--- src/rtl/core/lnsa_pkg.sv ---
// ----------------------------------------------------------------------------
// lnsa_pkg
// Shared types and constants for the natural logarithm core: fixed-point
// formats, the reciprocal table for the series divisors and the sideband
// record that travels along the pipeline.
// ----------------------------------------------------------------------------
`default_nettype none

package lnsa_pkg;

   // Fraction bits of z, of the powers of z and of the series sum.
   localparam int ZF = 30;

   // Default result format and series length.
   localparam int FRAC_BITS_DEF    = 24;
   localparam int SERIES_TERMS_DEF = 5;
   localparam int MAX_TERMS        = 8;

   // Normalised mantissa width (hidden bit included) and exponent width.
   localparam int MW = 24;
   localparam int KW = 9;

   // Divider: partial remainder width and quotient bits per stage.
   localparam int RW             = 25;
   localparam int DIV_BITS_STAGE = 2;
   localparam int DIV_STAGES     = ZF / DIV_BITS_STAGE;

   // Reciprocal multipliers for floor(p / (2i+1)) with p below 2^29.
   localparam int RECIP_W = 31;
   localparam int PROD_W  = ZF + RECIP_W;
   localparam int SUM_W   = 31;

   localparam logic [RECIP_W-1:0] RECIP [MAX_TERMS] = '{
      31'd536870912, 31'd715827883, 31'd858993460, 31'd613566757,
      31'd954437177, 31'd780903145, 31'd660764200, 31'd572662307
   };
   localparam int RECIP_SHIFT [MAX_TERMS] = '{29, 31, 32, 32, 33, 33, 33, 33};

   // ln 2 with ZF fraction bits.
   localparam logic signed [31:0] LN2_Q = 32'sd744261118;

   // Sideband that runs alongside the data in every stage.
   typedef struct packed {
      logic          valid;
      logic          err;
      logic [KW-1:0] k;
   } side_type;

endpackage

`default_nettype wire

--- src/rtl/core/lnsa_divider.sv ---
// ----------------------------------------------------------------------------
// lnsa_divider
// Pipelined restoring divider for z = (m-1)/(m+1) with ZF fraction bits.
// Each stage resolves two quotient bits.
// ----------------------------------------------------------------------------
`default_nettype none

module lnsa_divider
   import lnsa_pkg::*;
(
   input  wire logic          clock,
   input  wire logic          reset,
   input  wire logic          advance,
   input  wire side_type      side_in,
   input  wire logic [MW-1:0] mant_in,
   output side_type           side_out,
   output logic [ZF-1:0]      quot_out
);

   side_type      side_ff [DIV_STAGES];
   logic [RW-1:0] rem_ff  [DIV_STAGES];
   logic [RW-1:0] den_ff  [DIV_STAGES];
   logic [ZF-1:0] quo_ff  [DIV_STAGES];

   for (genvar j = 0; j < DIV_STAGES; j++) begin : g_stage
      side_type      src_side;
      logic [RW-1:0] src_rem;
      logic [RW-1:0] src_den;
      logic [ZF-1:0] src_quo;
      logic [RW:0]   try_a;
      logic [RW:0]   try_b;
      logic          bit_a;
      logic          bit_b;
      logic [RW-1:0] rem_a;
      logic [RW-1:0] rem_in;

      // Stage source: the first stage sets remainder m-1 and divisor m+1.
      if (j == 0) begin : g_first
         assign src_side = side_in;
         assign src_rem  = {2'b00, mant_in[MW-2:0]};
         assign src_den  = {2'b10, mant_in[MW-2:0]};
         assign src_quo  = '0;
      end else begin : g_next
         assign src_side = side_ff[j-1];
         assign src_rem  = rem_ff[j-1];
         assign src_den  = den_ff[j-1];
         assign src_quo  = quo_ff[j-1];
      end

      // Two shift-compare-subtract steps.
      always_comb begin
         try_a  = {src_rem, 1'b0};
         bit_a  = (try_a >= {1'b0, src_den});
         rem_a  = bit_a ? RW'(try_a - {1'b0, src_den}) : try_a[RW-1:0];
         try_b  = {rem_a, 1'b0};
         bit_b  = (try_b >= {1'b0, src_den});
         rem_in = bit_b ? RW'(try_b - {1'b0, src_den}) : try_b[RW-1:0];
      end

      always_ff @(posedge clock) begin
         if (reset) begin
            side_ff[j] <= '0;
         end else if (advance) begin
            side_ff[j] <= src_side;
         end
      end

      always_ff @(posedge clock) begin
         if (advance) begin
            rem_ff[j] <= rem_in;
            den_ff[j] <= src_den;
            quo_ff[j] <= {src_quo[ZF-3:0], bit_a, bit_b};
         end
      end
   end

   assign side_out = side_ff[DIV_STAGES-1];
   assign quot_out = quo_ff[DIV_STAGES-1];

endmodule

`default_nettype wire

--- config.mk ---
export PLATFORM = sky130hd
export DESIGN_NAME = lnsa_divider
export DESIGN_NICKNAME = d
export VERILOG_FILES = /design/src/rtl/core/lnsa_pkg.sv /design/src/rtl/core/lnsa_divider.sv
export SDC_FILE = /design/constraint.sdc
export NUM_CORES = 2
export LEC_CHECK = 0
export BUFFER_PORTS_ARGS = -buffer_cell sky130_fd_sc_hd__buf_2
export CAP_MARGIN = 25
export CORE_ASPECT_RATIO = 0.5
export CORE_UTILIZATION = 61
export CTS_CLUSTER_SIZE = 30
export DETAILED_ROUTE_END_ITERATION = 6
export HOLD_SLACK_MARGIN = 0.05
export PLACE_DENSITY = 0.78
export SYNTH_ARGS = -nofsm -noshare
export SYNTH_HDL_FRONTEND = slang
export SYNTH_SLANG_ARGS = --single-unit
--- constraint.sdc ---
create_clock -name clock -period 11 [get_ports clock]
set_clock_uncertainty 0.1 [all_clocks]
set_input_delay 2.75 -clock clock [delete_from_list [all_inputs] [get_ports clock]]
set_output_delay 2.75 -clock clock [all_outputs]
set_load 0.1 [all_outputs]
==> results by group <==
Status
  • Status: finished, final reports clean

Routing
  • Vias: 52100
  • Router iterations before antenna repair: 6
  • Starting DRT DRC Count: 2723
  • Routed wire length: 162000 µm
  • Post-DR vias/cell: 6.01
  • DRC violations left: 0
  • Routed WL per cell: 18.8 µm
  • Antenna-violating nets left: 0

CTS
  • Clock Latency Late Sink: 0.72 ns
  • H-tree lvl count: 3
  • CTS buffer count: 97
  • Root Driver: clkbuf_16
  • Clock sink total: 1062
  • Setup bufs post-CTS: 0
  • Post-cts sizing count: 0
  • Hold buffers post-CTS: 0
  • Clock tree buffer depth: 3
  • CTS clk-pin slew, worst paths: 0.07 ns
  • CTS tree: done

STA
  • Max Fclk: 0.120 GHz
  • Slew @ Worst Pin: 1.27 ns
  • Final setup TNS: 0 ns
  • Pins Over Slew Limit: 0
  • Fin. Hold Viols: 0
  • RSZ-0062 raised after global routing: false
  • # setup viols final: 0
  • Slew HR: 0.140
  • Final critical-path required period: 8.32 ns
  • Final worst-path cycle share: 0.756

Worst hold path
  • Worst hold path type: reg2reg
  • Worst hold path depth: 0

Worst setup path
  • CP Launch Type: flip-flop
  • Crit path arrival time: 8.68 ns
  • Crit Path Category: reg2reg
  • Worst EP required: 11.36 ns
  • Crit. path cell count: 24
  • Worst reg2reg setup slack: 2.68 ns
  • Critical path, cell by cell: inv_1, fa_1, a21o_1, a221oi_4, o22ai_1, o31ai_2, a21oi_2, a221o_1, nor3_4, a21boi_2, buf_4, mux2_4, ha_1, or3_1, a311oi_1, o21ai_1, o31ai_2, o41ai_1, o31ai_2, o21ai_1, a211oi_2, o21a_2, inv_2, mux2_1
  • Top delay family on crit path: compound AO/OA/AOI/OAI gates
  • CP peak stage delay: 0.80 ns
  • Bufs and invs on worst path: 3
  • Slowest cell on crit path: a211oi_2
  • Critical path fanouts, max: 28
  • R2R depth: 24
  • Crit path top cell by count: o31ai_2
  • Crit end category: flip-flop

Final layout
  • Nets@finish: 7696
  • Ratio of cells with drive above 1 in the final layout: 0.101
  • Final Non-Filler Cells: 8664
  • Finished Cell Area: 78100 µm²
  • Area Overhead vs Synth: 7.53%

Yosys
  • Synth Area in XOR/XNOR: 0.0651
  • Adder-Cell Fraction of Synth Area: 0.116
  • Library cells used by synthesis: 107
  • Ys Warns: 0
  • Syn nets: 7599
  • Syn Inst Count: 6896
  • Synth Flop Type: edfxtp_1
  • Post-synth EDFFs: 1062
  • Mux share of post-synthesis cell area: 0.0582
  • Post-synthesis simple-gate area fraction: 0.116
  • Share of flip-flops with an asynchronous set or reset: 0
  • Sequential fraction of the synthesis area: 0.439
  • Main combinational cell family by area after synthesis: compound AO/OA/AOI/OAI gates
  • FF+latch count, synth: 1062
  • Compound-gate portion of the synthesized area: 0.170
  • Syn_area_per_cell: 10.5 µm²
  • Mapped Area: 72600 µm²

Placed design
  • DP Cell Count: 8483
  • Post-DP HPWL: 125000 µm
  • Cell Area, Placed: 74700 µm²
  • GPL Wtd Cong: 0.964
  • I/O Buffers: 76

Floorplan
  • Die outline width: 490 µm
  • Starting density of the core: 0.616
  • Placeable core area: 118000 µm²
  • Num rows: 89
  • Die H: 246 µm
  • IO Count: 79
  • Die area: 120000 µm²

Global routing
  • Initial antenna violation count: 2
  • GRT overflow: 0
  • Number of global-route vias before repair: 53300
  • Largest net degree at the start of global routing: 171
  • GR Util All Layers: 0.268
  • First-pass GRT wire length: 261000 µm

Flow run
  • Max cap viols: 0
-- metrics by stage --
step           utilization  hold slack, ns  setup slack (ns)
2_1_floorplan            -           0.300              4.55
3_3_place_gp         0.634           0.300              2.91
3_5_place_dp         0.634           0.305              2.81
4_1_cts              0.661           0.306              2.72
5_1_grt              0.662           0.302              2.42
6_report             0.662           0.307              2.68
-- cell type report --
| cell class | count | area, µm² |
|---|---|---|
| Antenna cell | 1 | 2.50 |
| Clock buffer | 104 | 2450 |
| Clock inverter | 73 | 807 |
| Fill cell | 8862 | 39900 |
| Inverter | 512 | 1920 |
| Multi-Input combinational cell | 5198 | 38200 |
| Sequential cell | 1062 | 31900 |
| Tap cell | 1592 | 1990 |
| Timing Repair Buffer | 122 | 811 |
-- metal layers --
metal	track usage	part of all wire	up-vias
met4	0.156	0.059	0
met2	0.524	0.53	1093
met3	0.0302	0.027	467
met1	0.273	0.38	24800
met5	0	0	-
li1	-	-	25700
-- synthesized netlist by cell type, types with 14 or more instances --
cell type / n / share of area
and3_1: 50 / 0.0043
clkbuf_1: 64 / 0.0033
a21oi_1: 631 / 0.043
buf_2: 25 / 0.0017
a211oi_1: 51 / 0.0053
a311oi_1: 17 / 0.0021
mux2_1: 21 / 0.0033
mux2_4: 27 / 0.0056
a31o_2: 23 / 0.0028
xor2_1: 168 / 0.020
mux2_2: 289 / 0.045
a31oi_1: 66 / 0.0057
nand4_1: 63 / 0.0054
ha_1: 651 / 0.11
nor4_1: 25 / 0.0022
xnor2_1: 370 / 0.045
nor3_1: 83 / 0.0057
nand2_1: 380 / 0.020
and2_1: 208 / 0.018
o21a_1: 121 / 0.013
o21ai_1: 21 / 0.0014
or2_2: 28 / 0.0024
mux2i_1: 33 / 0.0045
o211ai_1: 42 / 0.0043
inv_1: 505 / 0.026
a21boi_0: 21 / 0.0022
nand3_1: 79 / 0.0054
nor2b_1: 92 / 0.0079
a21o_1: 205 / 0.021
buf_6: 16 / 0.0025
edfxtp_1: 1062 / 0.44
nand2b_1: 96 / 0.0083
a211o_1: 20 / 0.0024
o21ai_0: 358 / 0.025
nor2_1: 493 / 0.025
fa_1: 14 / 0.0039
o21bai_1: 93 / 0.0096
o31a_1: 17 / 0.0021
or3_1: 44 / 0.0038
o31ai_1: 48 / 0.0050
-- flip-flops by register name (all words and copies together) (netlist names) --
signal and flops:
den_ff 322, quo_ff 225, rem_ff 350, side_ff 165
-- cell usage in the layout, fill, tap and decap left out, types with 208 or more instances in the layout --
master | synthesis | routed
nor2_1 | 493 | 493
xnor2_1 | 370 | 370
a21oi_1 | 631 | 630
edfxtp_1 | 1062 | 1062
o21ai_0 | 358 | 357
ha_1 | 651 | 651
mux2_2 | 289 | 289
and2_1 | 208 | 208
inv_1 | 505 | 505
nand2_1 | 380 | 380
-- final timing paths --
| kind | to | from |
|---|---|---|
| setup / recovery | rem_ff[0][44]$_DFFE_PP_ | den_ff[0][0]$_DFFE_PP_ |
| hold / removal | quo_ff[0][160]$_DFFE_PP_ | quo_ff[0][128]$_DFFE_PP_ |
| setup reg to reg | rem_ff[0][44]$_DFFE_PP_ | den_ff[0][0]$_DFFE_PP_ |
| hold reg to reg | quo_ff[0][160]$_DFFE_PP_ | quo_ff[0][128]$_DFFE_PP_ |
-- cells by family (layout without fill, tap and decap cells) --
kind of cell	after synthesis	after routing
other	1	2
AND/OR/NAND/NOR	1700	1700
flip-flops	1062	1062
AO/OA/AOI/OAI	1923	1923
multiplexers	370	370
buffers and inverters	636	811
XOR/XNOR	539	539
adder cells (fa/ha/maj)	665	665
-- worst register-to-register path, delay by kind of cell, from the launching register on --
| kind | cells | cell delay [ns] |
|---|---|---|
| flip-flops | 1 | 0.47 |
| AND/OR/NAND/NOR | 2 | 0.58 |
| AO/OA/AOI/OAI | 15 | 4.74 |
| multiplexers | 2 | 0.76 |
| adder cells (fa/ha/maj) | 2 | 0.69 |
| buffers and inverters | 3 | 0.71 |
Power is not shown: default switching activity piles up to over one toggle a cycle in this logic, so the estimate is an artifact.
