[src/rtl/core/lnsa_pkg.sv]
// ----------------------------------------------------------------------------
// lnsa_pkg
// Shared types and constants for the natural logarithm core: fixed-point
// formats, the reciprocal table for the series divisors and the sideband
// record that travels along the pipeline.
// ----------------------------------------------------------------------------
`default_nettype none

package lnsa_pkg;

   // Fraction bits of z, of the powers of z and of the series sum.
   localparam int ZF = 30;

   // Default result format and series length.
   localparam int FRAC_BITS_DEF    = 24;
   localparam int SERIES_TERMS_DEF = 5;
   localparam int MAX_TERMS        = 8;

   // Normalised mantissa width (hidden bit included) and exponent width.
   localparam int MW = 24;
   localparam int KW = 9;

   // Divider: partial remainder width and quotient bits per stage.
   localparam int RW             = 25;
   localparam int DIV_BITS_STAGE = 2;
   localparam int DIV_STAGES     = ZF / DIV_BITS_STAGE;

   // Reciprocal multipliers for floor(p / (2i+1)) with p below 2^29.
   localparam int RECIP_W = 31;
   localparam int PROD_W  = ZF + RECIP_W;
   localparam int SUM_W   = 31;

   localparam logic [RECIP_W-1:0] RECIP [MAX_TERMS] = '{
      31'd536870912, 31'd715827883, 31'd858993460, 31'd613566757,
      31'd954437177, 31'd780903145, 31'd660764200, 31'd572662307
   };
   localparam int RECIP_SHIFT [MAX_TERMS] = '{29, 31, 32, 32, 33, 33, 33, 33};

   // ln 2 with ZF fraction bits.
   localparam logic signed [31:0] LN2_Q = 32'sd744261118;

   // Sideband that runs alongside the data in every stage.
   typedef struct packed {
      logic          valid;
      logic          err;
      logic [KW-1:0] k;
   } side_type;

endpackage

`default_nettype wire

[src/rtl/core/lnsa_unpack.sv]
// ----------------------------------------------------------------------------
// lnsa_unpack
// Two-stage operand decode: classifies the operand, counts the leading zeros
// of a subnormal fraction, then normalises the mantissa and forms exponent k.
// ----------------------------------------------------------------------------
`default_nettype none

module lnsa_unpack
   import lnsa_pkg::*;
(
   input  wire logic          clock,
   input  wire logic          reset,
   input  wire logic          advance,
   input  wire logic          in_valid,
   input  wire logic [31:0]   value_bits,
   output side_type           side_out,
   output logic [MW-1:0]      mant_out
);

   logic        v1_ff;
   logic        err1_ff;
   logic [7:0]  e1_ff;
   logic [22:0] f1_ff;
   logic [4:0]  lz1_ff;
   logic [4:0]  lz_in;
   logic        err_in;
   side_type    side2_ff;
   logic [MW-1:0] mant2_ff;
   logic [KW-1:0] k_in;
   logic [MW-1:0] mant_in;

   // Leading-zero count of the 23-bit fraction.
   always_comb begin
      lz_in = 5'd0;
      for (int i = 0; i < 23; i++) begin
         if (value_bits[i]) begin
            lz_in = 5'(22 - i);
         end
      end
   end

   // Zero, negative, infinity and NaN are outside the domain.
   assign err_in = (value_bits[30:23] == 8'hFF) || value_bits[31] ||
                   ((value_bits[30:23] == 8'h00) && (value_bits[22:0] == 23'd0));

   // First stage: classification and leading-zero count.
   always_ff @(posedge clock) begin
      if (reset) begin
         v1_ff <= 1'b0;
      end else if (advance) begin
         v1_ff <= in_valid;
      end
   end

   always_ff @(posedge clock) begin
      if (advance) begin
         err1_ff <= err_in;
         e1_ff   <= value_bits[30:23];
         f1_ff   <= value_bits[22:0];
         lz1_ff  <= lz_in;
      end
   end

   // Normalisation: a subnormal needs lz+1 shifts to reach the hidden bit.
   always_comb begin
      if (e1_ff != 8'd0) begin
         mant_in = {1'b1, f1_ff};
         k_in    = {1'b0, e1_ff} - 9'd127;
      end else begin
         mant_in = {f1_ff, 1'b0} << lz1_ff;
         k_in    = 9'd0 - 9'd127 - {4'd0, lz1_ff};
      end
   end

   // Second stage register.
   always_ff @(posedge clock) begin
      if (reset) begin
         side2_ff <= '0;
      end else if (advance) begin
         side2_ff.valid <= v1_ff;
         side2_ff.err   <= err1_ff;
         side2_ff.k     <= k_in;
      end
   end

   always_ff @(posedge clock) begin
      if (advance) begin
         mant2_ff <= mant_in;
      end
   end

   assign side_out = side2_ff;
   assign mant_out = mant2_ff;

endmodule

`default_nettype wire

[config.mk]
export PLATFORM = sky130hd
export DESIGN_NAME = lnsa_unpack
export DESIGN_NICKNAME = d
export VERILOG_FILES = /design/src/rtl/core/lnsa_pkg.sv /design/src/rtl/core/lnsa_unpack.sv
export SDC_FILE = /design/constraint.sdc
export NUM_CORES = 1
export LEC_CHECK = 0
export ABC_AREA = 0
export BUFFER_PORTS_ARGS = -buffer_cell sky130_fd_sc_hd__buf_2
export CAP_MARGIN = 30
export CORE_MARGIN = 2
export CORE_UTILIZATION = 55
export CTS_CLUSTER_SIZE = 16
export DETAILED_ROUTE_END_ITERATION = 6
export PLACE_DENSITY_LB_ADDON = 0.1
export SLEW_MARGIN = 15
export SYNTH_ARGS = -nofsm -noshare
export SYNTH_HDL_FRONTEND = slang
export SYNTH_SLANG_ARGS = --single-unit
[constraint.sdc]
create_clock -name clock -period 2.65 [get_ports clock]
set_input_delay 0.1325 -clock clock [delete_from_list [all_inputs] [get_ports clock]]
set_output_delay 0.1325 -clock clock [all_outputs]
set_load 0.02 [all_outputs]
==> results.ini <==
[floorplan]
fp.dieArea_mm2 = 0.008133
start_util = 0.5663
placementRows = 31
core_region_area_mm2 = 0.007214
chipHeight_um = 90.19
ios = 71
chipWidth_um = 90.19

[synthesis]
synthesis.area_per_instance_um2 = 11.54
synth_xor_xnor_area_share = 0.01501
yosys_warnings = 0
synth.ff_latch_count = 73
synth_compound_gate_area_share = 0.1455
share_of_flip_flops_with_an_asynchronous_set_or_reset = 0
muxShareOfSynthArea = 0.1510
ys.flop_type = sky130_fd_sc_hd__edfxtp_1
synth_top_family_by_area = multiplexers
synth_nets = 393
synth_cell_types = 62
synth-edff-count = 61
synth_adder_area_share = 0.009188
post_synth_and_or_nand_nor_area_fraction = 0.1317
synth_seq_area_share = 0.5072
netlist_area_mm2 = 0.004085
synthCells = 354

[sta]
tightestPinTransition_ns = 0.6327
post-route-period-util = 0.8352
post-route-min-period_ns = 2.213
slew_viol_final = 0
final_critical_path_setup_slack_ns = 0.4367
setup_viol = 0
slew-limit-headroom = 0.5782
fmaxAchievable_ghz = 0.4518
fin_setup_tns_ns = 0
finalClockSkew_ns = 0.01146
report.final.hold_viol_count = 0
grt_setup_unrepaired = false

[flow_run]
max-cap-violations = 0

[worst_hold_path]
hp-start = value_bits[12]
holdPathStages = 1
hold_path.class = input pin to register
hold_path_end = f1_ff[12]

[run_status]
run_status = complete, no violations

[pwr]
cell_internal_pwr_w = 0.002127
finalPower_w = 0.002936
power.switching_w = 0.0008095
pwr-share-comb = 0.196
total_leakage_power_nw = 1.988
seqPwrFrac = 0.482
power-per-cell-area_mw_per_mm2 = 585.8
vdd_drop_max_mv = 0.3487
clock_share_of_power = 0.322
sw_frac_of_total = 0.2757

[critical_path]
setup.worst_path.class = register to register
r2r_cells = 7
critPathMaxFanout = 12
critical_path.startpoint_type = register
cp_data_required_time_ns = 2.76
cpMaxStageDelayCell = sky130_fd_sc_hd__edfxtp_1
setup_crit_end_kind = register
worst_r2r_endpoint = mant_out[20]
reg2reg_setup_slack_ns = 0.44
worstPathCellList = inv_1 > ha_1 > nor4b_2 > nand2_1 > a221oi_1 > o221ai_1 > o21a_1
arrival_ns = 2.33
timing.critical_path.slowest_cell_delay_ns = 0.43
regToRegStartpoint = e1_ff[0]

[cts]
clock-sinks = 73
worstSkewPairLatency_ns = 0.35
htree_levels = 3
cts_buffers = 9
cts_buffer_depth = 2
cts_tree = built
postCtsResizedCells = 0
path_clk_slew_ns = 0.08
cts_root_buf = sky130_fd_sc_hd__clkbuf_8
cts.repair_timing.setup_buffer_count = 0

[final_layout]
num-nets-final = 492
layout-area-overhead-vs-synth_pct = 22.70
diodes = 0
final_layout_size_suffix_gt1_frac = 0.2707

[global_route]
wire_length_of_the_first_global_routing_pass_mm = 16.64
grt_antenna_before_repair = 0
globalRouteTotalUtil = 0.2624
grt-ovfl-total = 0
grt_max_degree = 56
first_global_vias = 3164

[route]
route.detailed.wl_per_inst_um = 18.10
avgViaCountPerCell = 5.935
vias = 3306
routed_wire_length_mm = 10.08
drc = 0
detail_route.iter0.violations = 313
first_pass_iters = 5
drt.antenna.violating_nets = 0

[place]
dp_slack_ns = 0.5015
place_congestion = 0.9491
detailed_place_hpwl_mm = 7.313
port_buffer_count = 70

[area by class of cell]
cell class              instances  area, um^2
clock buffers                   9       123.9
clock inverters                 7       95.09
multi-input cells             252        1848
flip-flops and latches         73        2072
repair buffers                106       708.2
fillers                       592        2202
inverters                      11       41.29
well taps                      99       123.9
[state kept, by name, summed over array words and instances, names as in the netlist]
register  flops
v1_ff         1
f1_ff        23
lz1_ff        5
e1_ff         8
side_out     11
err1_ff       1
mant_out     24
[placed cells by master (no fill, tap or decap), types with 3 or more instances in the layout]
cell type / Yosys / routed
sky130_fd_sc_hd__mux2i_1: 22 / 22
sky130_fd_sc_hd__nand2b_1: 7 / 7
sky130_fd_sc_hd__mux2_2: 10 / 10
sky130_fd_sc_hd__a311oi_1: 3 / 3
sky130_fd_sc_hd__and2_1: 4 / 4
sky130_fd_sc_hd__o21ai_0: 12 / 12
sky130_fd_sc_hd__o31ai_1: 5 / 5
sky130_fd_sc_hd__nor2_1: 39 / 39
sky130_fd_sc_hd__edfxtp_1: 61 / 61
sky130_fd_sc_hd__nor3_1: 8 / 8
sky130_fd_sc_hd__xnor2_1: 6 / 6
sky130_fd_sc_hd__buf_4: 2 / 9
sky130_fd_sc_hd__nand3_1: 4 / 4
sky130_fd_sc_hd__clkbuf_8: 0 / 9
sky130_fd_sc_hd__nand2_1: 36 / 36
sky130_fd_sc_hd__nor4_1: 4 / 4
sky130_fd_sc_hd__nand4_1: 4 / 4
sky130_fd_sc_hd__a221o_1: 3 / 3
sky130_fd_sc_hd__a22o_1: 3 / 3
sky130_fd_sc_hd__a211oi_1: 4 / 4
sky130_fd_sc_hd__o221ai_1: 4 / 4
sky130_fd_sc_hd__dfxtp_1: 12 / 12
sky130_fd_sc_hd__dlygate4sd3_1: 0 / 25
sky130_fd_sc_hd__mux4_2: 9 / 9
sky130_fd_sc_hd__ha_1: 3 / 3
sky130_fd_sc_hd__a21oi_1: 16 / 16
sky130_fd_sc_hd__inv_1: 9 / 9
sky130_fd_sc_hd__o211ai_1: 4 / 4
sky130_fd_sc_hd__buf_2: 5 / 70
[cell families after synthesis]
logic type,Yosys count
adders and majority gates,3
muxes,45
DFF,73
xor gates and xnor gates,7
AOI/OAI and AO/OA,81
buffers and inverters,29
and+or+nand+nor,116
[layer usage]
metal	up-vias	routed length, um	GRT usage
met3	20	633	0.04443
met4	0	249	0.1154
li1	1574	-	-
met1	1563	4571	0.3765
met5	-	0	0
met2	149	4630	0.3954
[Yosys cell counts, drive strengths merged (5+ instances only)]
library cell  instances  area (um^2)
a211oi                5        42.54
clkbuf                7        26.28
xnor2                 6        52.55
a21oi                16        80.08
edfxtp               61         1832
nor2                 39        146.4
mux4                 11        255.2
mux2i                23        234.0
nand2                36        135.1
mux2                 11        127.6
inv                   9        33.78
o31ai                 5        37.54
buf                  11        97.58
dfxtp                12        240.2
nand2b                7        43.79
o21ai                12        60.06
nor3                  8        40.04
[power groups by stage]
| stage | Sequential [W] | Clock [W] | Combinational [W] |
|---|---|---|---|
| 6_report | 0.00142 | 0.000946 | 0.000574 |
| 3_5_place_dp | 0.00144 | 0 | 0.000538 |
| 3_3_place_gp | 0.00144 | 0 | 0.000532 |
| 4_1_cts | 0.00141 | 0.000968 | 0.000568 |
| 2_1_floorplan | 0.00146 | 0 | 0.000325 |
| 5_1_grt | 0.00143 | 0.00101 | 0.000621 |
[worst max path at each step]
stage	from	end	slack [ns]	depth (start not counted)
finish	e1_ff[0]	mant_out[20]	0.44	7
global route	e1_ff[0]	mant_out[11]	0.25	7
global placement	lz1_ff[0]	mant_out[19]	0.53	6
detailed placement	lz1_ff[0]	mant_out[19]	0.50	6
CTS	lz1_ff[0]	mant_out[19]	0.49	6
floorplan	e1_ff[0]	mant_out[20]	0.71	8
[what timing repair did]
| item | CTS | global route |
|---|---|---|
| hold buffers | 25 | 0 |
| setup endpoints to repair | 0 | 0 |
| hold endpoints to repair | 25 | 0 |
[critical path, delay by kind of cell, from the launching register on]
family	cells	cell delay [ns]
AOI/OAI and AO/OA	3	0.69
adders and majority gates	1	0.14
buffers and inverters	1	0.10
DFF	1	0.43
and+or+nand+nor	2	0.62
[through the flow]
stage	util	cells	hold WS, ns	area, um^2
after floorplan	-	354	0.2046	4085
after global placement	0.6297	516	0.3382	4543
after detailed placement	0.6297	516	0.3396	4543
after CTS	0.6948	557	0.0001130	5012
after global routing	0.6948	557	0.007230	5012
final	0.6948	557	0.01861	5012
Note: power is estimated with default switching activity, not from simulation.
